==> config.mk <==
export PLATFORM = sky130hd
export DESIGN_NAME = gray_code_pair_swap_enumerator
export DESIGN_NICKNAME = d
export VERILOG_FILES = /design/src/hw/rtl/gcpse_pkg.sv /design/src/hw/rtl/gcpse_ctrl.sv /design/src/hw/rtl/gcpse_dp.sv /design/src/hw/rtl/gray_code_pair_swap_enumerator.sv
export SDC_FILE = /design/constraint.sdc
export NUM_CORES = 2
export LEC_CHECK = 0
export BUFFER_PORTS_ARGS = -buffer_cell sky130_fd_sc_hd__buf_2
export CORE_MARGIN = 8
export CORE_UTILIZATION = 63
export DETAILED_ROUTE_END_ITERATION = 8
export PLACE_DENSITY = 0.77
export REMOVE_ABC_BUFFERS = 1
export SYNTH_ARGS = -nofsm -noshare
export SYNTH_HDL_FRONTEND = slang
export SYNTH_SLANG_ARGS = --single-unit
==> constraint.sdc <==
create_clock -name clk -period 7.27 [get_ports clk]
set_input_delay 0 -clock clk [delete_from_list [all_inputs] [get_ports clk]]
set_output_delay 0 -clock clk [all_outputs]
set_load 0.1 [all_outputs]
==> src/hw/rtl/gcpse_pkg.sv <==
// ----------------------------------------------------------------------------
// gcpse_pkg: shared types and constants of the gray code pair swap enumerator
// command codes, beat structs, controller states and command/status groups
// ----------------------------------------------------------------------------
package gcpse_pkg;

	// default sizing of the storage
	localparam int PAIR_SLOTS_DEF  = 16;
	localparam int LABEL_SLOTS_DEF = 64;
	localparam int VALUE_BITS_DEF  = 16;

	// fixed widths of the beat fields
	localparam int CMD_W   = 3;
	localparam int LABEL_W = 6;
	localparam int DATA_W  = 16;

	// step counter and its trailing zero count
	localparam int STEP_BITS = 17;
	localparam int TZ_W      = $clog2(STEP_BITS + 1);

	typedef enum logic [CMD_W-1:0] {
		CMD_RESTART = 3'd0,
		CMD_ADD     = 3'd1,
		CMD_WRITE   = 3'd2,
		CMD_READ    = 3'd3,
		CMD_ADVANCE = 3'd4
	} cmd_e;

	typedef struct packed {
		logic [CMD_W-1:0]          cmd;
		logic [LABEL_W-1:0]        first_label;
		logic [LABEL_W-1:0]        second_label;
		logic signed [DATA_W-1:0]  label_value;
	} item_t;

	typedef struct packed {
		logic                      advanced;
		logic                      ended;
		logic                      swapped;
		logic [LABEL_W-1:0]        swap_first;
		logic [LABEL_W-1:0]        swap_second;
		logic signed [DATA_W-1:0]  read_value;
		logic                      table_full;
	} result_t;

	typedef struct packed {
		logic [LABEL_W-1:0] first;
		logic [LABEL_W-1:0] second;
	} pair_t;

	typedef enum logic [2:0] {
		S_IDLE,
		S_EXEC,
		S_RD_WAIT,
		S_ADV_SEL,
		S_ADV_FETCH,
		S_SWAP_A,
		S_SWAP_B,
		S_RESP
	} state_e;

	// controller to datapath
	typedef struct packed {
		logic capture;
		logic clr;
		logic pair_push;
		logic wr_value;
		logic rd_value;
		logic rd_capture;
		logic step_inc;
		logic sel_calc;
		logic pair_fetch;
		logic swap_wr_a;
		logic swap_wr_b;
	} ctl_t;

	// datapath to controller
	typedef struct packed {
		logic [CMD_W-1:0] cmd;
		logic             ended;
		logic             swap_ok;
	} sts_t;

endpackage

==> src/hw/rtl/gcpse_ctrl.sv <==
// ----------------------------------------------------------------------------
// gcpse_ctrl: command sequencer
// walks each accepted command through its datapath steps and strobes the result
// ----------------------------------------------------------------------------
module gcpse_ctrl (
	input  logic            clk,
	input  logic            arst_n,
	input  logic            start,
	input  gcpse_pkg::sts_t sts,
	output gcpse_pkg::ctl_t ctl,
	output logic            busy,
	output logic            done
);
	import gcpse_pkg::*;

	state_e state_q;
	state_e state_d;

	always_ff @(posedge clk or negedge arst_n) begin
		if (!arst_n) begin
			state_q <= S_IDLE;
		end else begin
			state_q <= state_d;
		end
	end

	// next state
	always_comb begin
		state_d = state_q;
		case (state_q)
			S_IDLE: begin
				if (start) state_d = S_EXEC;
			end
			S_EXEC: begin
				case (sts.cmd)
					CMD_READ:    state_d = S_RD_WAIT;
					CMD_ADVANCE: state_d = sts.ended ? S_RESP : S_ADV_SEL;
					default:     state_d = S_RESP;
				endcase
			end
			S_RD_WAIT:   state_d = S_RESP;
			S_ADV_SEL:   state_d = S_ADV_FETCH;
			S_ADV_FETCH: state_d = S_SWAP_A;
			S_SWAP_A:    state_d = sts.swap_ok ? S_SWAP_B : S_RESP;
			S_SWAP_B:    state_d = S_RESP;
			S_RESP:      state_d = S_IDLE;
			default:     state_d = S_IDLE;
		endcase
	end

	// outputs
	always_comb begin
		ctl  = '0;
		busy = (state_q != S_IDLE);
		done = 1'b0;
		case (state_q)
			S_IDLE: begin
				ctl.capture = start;
			end
			S_EXEC: begin
				case (sts.cmd)
					CMD_RESTART: ctl.clr       = 1'b1;
					CMD_ADD:     ctl.pair_push = 1'b1;
					CMD_WRITE:   ctl.wr_value  = 1'b1;
					CMD_READ:    ctl.rd_value  = 1'b1;
					CMD_ADVANCE: ctl.step_inc  = !sts.ended;
					default:     ctl = '0;
				endcase
			end
			S_RD_WAIT:   ctl.rd_capture = 1'b1;
			S_ADV_SEL:   ctl.sel_calc   = 1'b1;
			S_ADV_FETCH: ctl.pair_fetch = 1'b1;
			S_SWAP_A:    ctl.swap_wr_a  = sts.swap_ok;
			S_SWAP_B:    ctl.swap_wr_b  = 1'b1;
			S_RESP:      done           = 1'b1;
			default:     ctl = '0;
		endcase
	end

endmodule

==> src/hw/rtl/gcpse_dp.sv <==
// ----------------------------------------------------------------------------
// gcpse_dp: enumerator datapath
// pair table, label value memory, step counter and result register
// ----------------------------------------------------------------------------
module gcpse_dp #(
	parameter int PAIR_SLOTS  = gcpse_pkg::PAIR_SLOTS_DEF,
	parameter int LABEL_SLOTS = gcpse_pkg::LABEL_SLOTS_DEF,
	parameter int VALUE_BITS  = gcpse_pkg::VALUE_BITS_DEF
) (
	input  logic               clk,
	input  logic               arst_n,
	input  gcpse_pkg::item_t   item,
	input  gcpse_pkg::ctl_t    ctl,
	output gcpse_pkg::sts_t    sts,
	output gcpse_pkg::result_t result
);
	import gcpse_pkg::*;

	localparam int PC_W = $clog2(PAIR_SLOTS + 1);
	localparam int PI_W = (PAIR_SLOTS > 1) ? $clog2(PAIR_SLOTS) : 1;
	localparam int LA_W = $clog2(LABEL_SLOTS);

	function automatic logic lbl_ok(input logic [LABEL_W-1:0] l);
		lbl_ok = (32'(l) < LABEL_SLOTS);
	endfunction

	item_t                        cmd_q;
	result_t                      res_q;
	logic [PC_W-1:0]              pc_q;
	logic [STEP_BITS-1:0]         step_q;
	logic                         done_q;
	pair_t                        pair_tab [PAIR_SLOTS];
	logic [PI_W-1:0]              sel_q;
	logic                         swap_req_q;
	logic [LABEL_W-1:0]           a_q;
	logic [LABEL_W-1:0]           b_q;
	logic                         ok_q;
	logic signed [VALUE_BITS-1:0] mem [LABEL_SLOTS];
	logic signed [VALUE_BITS-1:0] rd_a_q;
	logic signed [VALUE_BITS-1:0] rd_b_q;

	logic                         full;
	logic [TZ_W-1:0]              tz;
	logic                         tz_ge;
	pair_t                        pair_rd;
	logic [LABEL_W-1:0]           rd_a_lbl;
	logic                         mem_we;
	logic [LABEL_W-1:0]           mem_wlbl;
	logic signed [VALUE_BITS-1:0] mem_wdata;
	logic signed [31:0]           wr_ext;
	logic signed [31:0]           rd_ext;

	assign full    = (pc_q == PC_W'(PAIR_SLOTS));
	assign pair_rd = pair_tab[sel_q];
	assign wr_ext  = 32'(cmd_q.label_value);
	assign rd_ext  = 32'(rd_a_q);

	// trailing zeros of the step count, counter width when it wrapped to zero
	always_comb begin
		tz = TZ_W'(STEP_BITS);
		for (int i = STEP_BITS - 1; i >= 0; i--) begin
			if (step_q[i]) tz = TZ_W'(i);
		end
	end
	assign tz_ge = (32'(tz) >= 32'(pc_q));

	// control state
	always_ff @(posedge clk or negedge arst_n) begin
		if (!arst_n) begin
			pc_q   <= '0;
			step_q <= '0;
			done_q <= 1'b0;
		end else begin
			if (ctl.clr) begin
				pc_q   <= '0;
				step_q <= '0;
				done_q <= 1'b0;
			end
			if (ctl.pair_push && !full) pc_q <= pc_q + 1'b1;
			if (ctl.step_inc) step_q <= step_q + 1'b1;
			if (ctl.sel_calc && tz_ge) done_q <= 1'b1;
		end
	end

	// pair table
	always_ff @(posedge clk) begin
		if (ctl.pair_push && !full) begin
			pair_tab[PI_W'(pc_q)] <= '{first: cmd_q.first_label, second: cmd_q.second_label};
		end
	end

	// command capture, pair selection and result
	always_ff @(posedge clk) begin
		if (ctl.capture) begin
			cmd_q <= item;
			res_q <= '0;
		end
		if (ctl.pair_push && full) res_q.table_full <= 1'b1;
		if (ctl.rd_capture) begin
			res_q.read_value <= lbl_ok(cmd_q.first_label) ? rd_ext[DATA_W-1:0] : '0;
		end
		if (ctl.sel_calc) begin
			res_q.advanced <= 1'b1;
			// past the last pair the last swap is undone
			sel_q      <= tz_ge ? PI_W'(pc_q - 1'b1) : PI_W'(tz);
			swap_req_q <= !tz_ge || (pc_q != '0);
		end
		if (ctl.pair_fetch) begin
			a_q  <= pair_rd.first;
			b_q  <= pair_rd.second;
			ok_q <= swap_req_q && lbl_ok(pair_rd.first) && lbl_ok(pair_rd.second);
		end
		if (ctl.swap_wr_a) begin
			res_q.swapped     <= 1'b1;
			res_q.swap_first  <= a_q;
			res_q.swap_second <= b_q;
		end
	end

	// label value memory, two registered read ports and one write port
	assign rd_a_lbl = ctl.pair_fetch ? pair_rd.first : cmd_q.first_label;

	always_comb begin
		mem_we    = 1'b0;
		mem_wlbl  = cmd_q.first_label;
		mem_wdata = wr_ext[VALUE_BITS-1:0];
		if (ctl.wr_value) begin
			mem_we = lbl_ok(cmd_q.first_label);
		end else if (ctl.swap_wr_a) begin
			mem_we    = 1'b1;
			mem_wlbl  = a_q;
			mem_wdata = rd_b_q;
		end else if (ctl.swap_wr_b) begin
			mem_we    = 1'b1;
			mem_wlbl  = b_q;
			mem_wdata = rd_a_q;
		end
	end

	always_ff @(posedge clk) begin
		if (mem_we) mem[LA_W'(mem_wlbl)] <= mem_wdata;
		if (ctl.rd_value || ctl.pair_fetch) rd_a_q <= mem[LA_W'(rd_a_lbl)];
		if (ctl.pair_fetch) rd_b_q <= mem[LA_W'(pair_rd.second)];
	end

	always_comb begin
		result       = res_q;
		result.ended = done_q;
	end

	assign sts.cmd     = cmd_q.cmd;
	assign sts.ended   = done_q;
	assign sts.swap_ok = ok_q;

endmodule

==> src/hw/rtl/gray_code_pair_swap_enumerator.sv <==
// ----------------------------------------------------------------------------
// gray_code_pair_swap_enumerator: gray code walk over pair swaps
// holds label values and label pairs and steps through every combination of
// pair swaps so that each advance exchanges the values of at most one pair
// ----------------------------------------------------------------------------
// a command beat is taken when start is high and busy is low; its single
// result beat appears on result for exactly one cycle with done high, and the
// receiver cannot hold it off, so result must be sampled on that cycle. one
// command is in flight at a time, so no new command is taken until the last
// one is through: restart, add pair, value write and unknown codes pass from
// accept through exec and resp, a value read adds a registered memory read
// (rd_wait), an advance after the end goes from exec to resp, and an advance
// that steps goes through select, fetch and swap_a, then swap_b when it swaps,
// since both writes of the swap share the single write port of the value memory.
// ended always shows the current end flag; a swap naming a label outside the
// value table still counts as a step but reports swapped low.
// ----------------------------------------------------------------------------
module gray_code_pair_swap_enumerator #(
	parameter int PAIR_SLOTS  = gcpse_pkg::PAIR_SLOTS_DEF,
	parameter int LABEL_SLOTS = gcpse_pkg::LABEL_SLOTS_DEF,
	parameter int VALUE_BITS  = gcpse_pkg::VALUE_BITS_DEF
) (
	input  logic               clk,
	input  logic               arst_n,
	input  logic               start,
	output logic               busy,
	input  gcpse_pkg::item_t   item,
	output logic               done,
	output gcpse_pkg::result_t result
);
	import gcpse_pkg::*;

	// command and status between sequencer and datapath
	ctl_t ctl;
	sts_t sts;

	gcpse_ctrl u_ctrl (
		.clk    (clk),
		.arst_n (arst_n),
		.start  (start),
		.sts    (sts),
		.ctl    (ctl),
		.busy   (busy),
		.done   (done)
	);

	// value memory, pair table, step counter and the result register
	gcpse_dp #(
		.PAIR_SLOTS  (PAIR_SLOTS),
		.LABEL_SLOTS (LABEL_SLOTS),
		.VALUE_BITS  (VALUE_BITS)
	) u_dp (
		.clk    (clk),
		.arst_n (arst_n),
		.item   (item),
		.ctl    (ctl),
		.sts    (sts),
		.result (result)
	);

endmodule
==> results by group <==
Setup path
  • Crit path DAT: roughly 6.4 ns
  • Worst setup SP type: flip-flop
  • Crit path capture type: flip-flop
  • Critical-path maximum fanout: 31
  • CP required: around 7.7 ns
  • Crit Path Category: flip-flop to flip-flop

Route
  • DR vias/cell: about 7.2
  • ANT nets after route: 0
  • DRT Wirelength: 203 mm
  • Wire per inst: approximately 31 um
  • Detailed Routing Iterations Pass 1: 9
  • Via count: 46,822
  • DRT iter0 DRCs: approximately 9,100
  • DRC: 2

Placement
  • Place WS: 1.60 ns
  • Detailed Place HPWL: 118 mm
  • Placed cells: roughly 6,200
  • GP Congestion: between 0.9 and 1
  • Placed instance area: roughly 0.064 mm^2
  • Port-buffer cells: 67

Synthesis
  • Post-Syn Area: about 0.062 mm^2
  • Sequential fraction of the synthesis area: about 66%
  • Synth Area per Inst: 12.3 um^2
  • Async S/R FF share, synth: roughly 1.9%
  • Library cells used by synthesis: 57
  • Top FF cell, synth: edfxtp_1
  • Yosys warns: 0
  • Cells after Synth: about 5,000
  • #FFs+latches synth: 1,358
  • Number of synthesized flops with an enable pin: around 1,300

GRT
  • Vias in the first global route: between 40,000 and 50,000
  • First-pass GRT wire length: between 200 and 300 mm
  • Total gr overflow: 0
  • Tot GR Track Use: 36.5%
  • Initial antenna violation count: 13
  • Largest net degree at the start of global routing: around 150

STA
  • Final critical-path required period: about 6.0 ns
  • Final clock skew: 0.0435 ns
  • Setup TNS: 0 ns
  • Final hold viol count: 0
  • Final worst setup slack: approximately 1.3 ns
  • Pins over their slew limit: 0
  • Pin slew with the least headroom to its limit: about 1.4 ns
  • Rel. slew slack: 5.63%
  • Fmax: 0.168 GHz
  • Unrepaired setup endpoints after global routing: no
  • Count of final setup violators: 0
  • Final worst-path cycle share: approximately four fifths

Job
  • # Max-Cap Violations: 0

Floorplanning
  • Core area: 0.0978 mm^2
  • Chip width: 329 um
  • Starting Density: approximately 63%
  • Die area: between 0.1 and 0.15 mm^2
  • Die height: around 330 um
  • Row count: about 120
  • I/O pin total: 68

Clock tree
  • Hold Buf Count CTS: 66
  • Htree depth: 4
  • Clk root buf: clkbuf_16
  • Postcts setup bufs: 0
  • Max clock buf depth: 3
  • TritonCTS Sinks: ~1,400
  • Num CTS Buffers: 140
  • Clock transition at path regs: approximately 0.070 ns
  • Clk_lat worst skew: ~0.79 ns
  • Post-cts gate resize count: 0
  • CTS tree: done

Cells and area
  • Net count, final: about 5,100
  • Final Cell Area: 0.0690 mm^2
  • Final Instance Count excl. Fillers: approximately 6,500
  • Layout area overhead: 11.7%
  • Share of post-route cells with drive strength above 1: between 10% and 20%

Run status
  • Outcome: finished, violations left
  • Violated checks: DRC

Min path
  • Worst min path class: input pin to flip-flop

Power
  • Worst vdd ir: 0.567 mV
  • PD cells: about 460 mW/mm^2
  • LEAKAGE: 0.0242 uW
layout make-up:
type	count	area (um^2)
antenna	8	20.0
sequential	1358	40600
fill	6298	28900
tap	1287	1610
clock inverter	83	861
multi-input combinational	3267	19700
inverter	23	93.8
timing repair buffer	288	2420
clock buffer	171	3680
state kept, by name, summed over array words and instances, names as in the netlist, named ones only:
| register | flops |
|---|---|
| u_dp.step_q | 17 |
| u_dp.ok_q | 1 |
| u_dp.swap_req_q | 1 |
| u_dp.sts | 3 |
| u_dp.sel_q | 4 |
| u_dp.cmd_q | 28 |
| u_dp.done_q | 1 |
| u_ctrl.state_q | 3 |
| u_dp.pair_tab | 192 |
| u_dp.rd_a_q | 16 |
| u_dp.rd_b_q | 16 |
| u_dp.pc_q | 5 |
| u_dp.result | 31 |
| u_dp.a_q | 6 |
| u_dp.b_q | 6 |
| u_dp.mem | 1024 |
worst paths after layout:
kind,slack (ns),depth (start not counted),endpoint,from
setup / recovery,1.31,11,u_dp.rd_a_q[11],flip-flop
hold / removal,0.22,4,u_ctrl.state_q[0],start
setup reg to reg,1.31,11,u_dp.rd_a_q[11],flip-flop
hold reg to reg,0.45,0,u_dp.ok_q,u_dp.swap_req_q
max in group asynchronous,6.82,4,u_dp.pc_q[4],arst_n
min in group asynchronous,0.29,4,u_dp.pc_q[2],arst_n
per-layer routing:
layer	up-vias	routed length, um	track usage (%)
li1	19074	-	-
met1	22239	66000	46.2
met2	4576	88000	54.0
met3	927	31700	11.4
met4	6	17000	25.3
met5	-	80	0
cell families after synthesis:
logic type	after synthesis	synth area share (%)
flip-flops	1358	65.7
XOR/XNOR	3	0.0426
AO/OA/AOI/OAI	768	8.84
multiplexers	403	7.95
buffers and inverters	387	2.92
AND/OR/NAND/NOR	2077	14.2
adder cells (fa/ha/maj)	16	0.324
worst max-delay path: stages (launching register included):
cell	delay, ns
dfxtp_2	1.02
mux4_2	0.62
mux2_2	0.33
nor3_1	0.34
a211oi_1	0.20
nor2_4	0.92
buf_4	0.39
buf_4	0.23
a32oi_1	0.08
and3_1	0.23
a31oi_1	1.01
nand4_1	0.21
power by group:
part,switching (uW),internal (uW)
clock network,3050,4180
registers,307,9710
logic,10700,4020
total,14000,17900
cells in the final DEF, fill, tap and decap left out, types with 8 or more instances in the layout:
master,instances
a21oi_1,100
nor2_1,163
o21ai_0,59
ha_1,16
mux2_2,8
and2_1,40
clkbuf_1,28
dlygate4sd3_1,65
edfxtp_1,1325
diode_2,8
a221oi_1,30
buf_12,21
a32oi_1,232
buf_2,67
clkinv_2,27
mux4_2,67
a311oi_1,11
buf_4,135
nand2_1,1385
mux2i_1,325
or2_2,9
inv_1,19
o21ai_4,17
o2111a_1,15
dfrtp_1,26
o22ai_1,18
nand4_1,60
a31oi_1,239
nor3_1,15
nand3_1,270
and3_1,83
a32o_1,16
clkbuf_16,143
clkinv_1,26
bufinv_16,16
synthesized netlist by cell type, types with 15 or more instances:
cell type | count | share of area (%)
a32oi_1 | 232 | 3.3
buf_2 | 151 | 1.2
and3_1 | 84 | 0.85
o22ai_1 | 18 | 0.18
o2111a_1 | 15 | 0.27
mux2i_1 | 325 | 5.3
a311oi_1 | 15 | 0.21
dfrtp_1 | 26 | 1.1
clkbuf_1 | 152 | 0.92
nand4_1 | 60 | 0.61
mux4_2 | 69 | 2.5
buf_4 | 25 | 0.30
ha_1 | 16 | 0.32
o21ai_0 | 76 | 0.62
nor3_1 | 16 | 0.13
edfxtp_1 | 1325 | 64
nor2_1 | 174 | 1.1
a221oi_1 | 30 | 0.43
nand3_1 | 270 | 2.2
buf_1 | 27 | 0.16
a21oi_1 | 100 | 0.81
a31oi_1 | 239 | 2.4
inv_1 | 20 | 0.12
nand2_1 | 1385 | 8.4
and2_1 | 41 | 0.42
a32o_1 | 16 | 0.26
stage by stage:
step	util, %	hold WS [ns]	power [uW]
finish	70.5	0.222	31900
global route	70.5	0.230	32600
CTS	70.5	0.209	31200
detailed placement	65.1	0.0375	24000
global placement	65.1	0.0322	23800
floorplan	-	-0.296	20300
No activity file was read; power rests on OpenSTA's default activity.
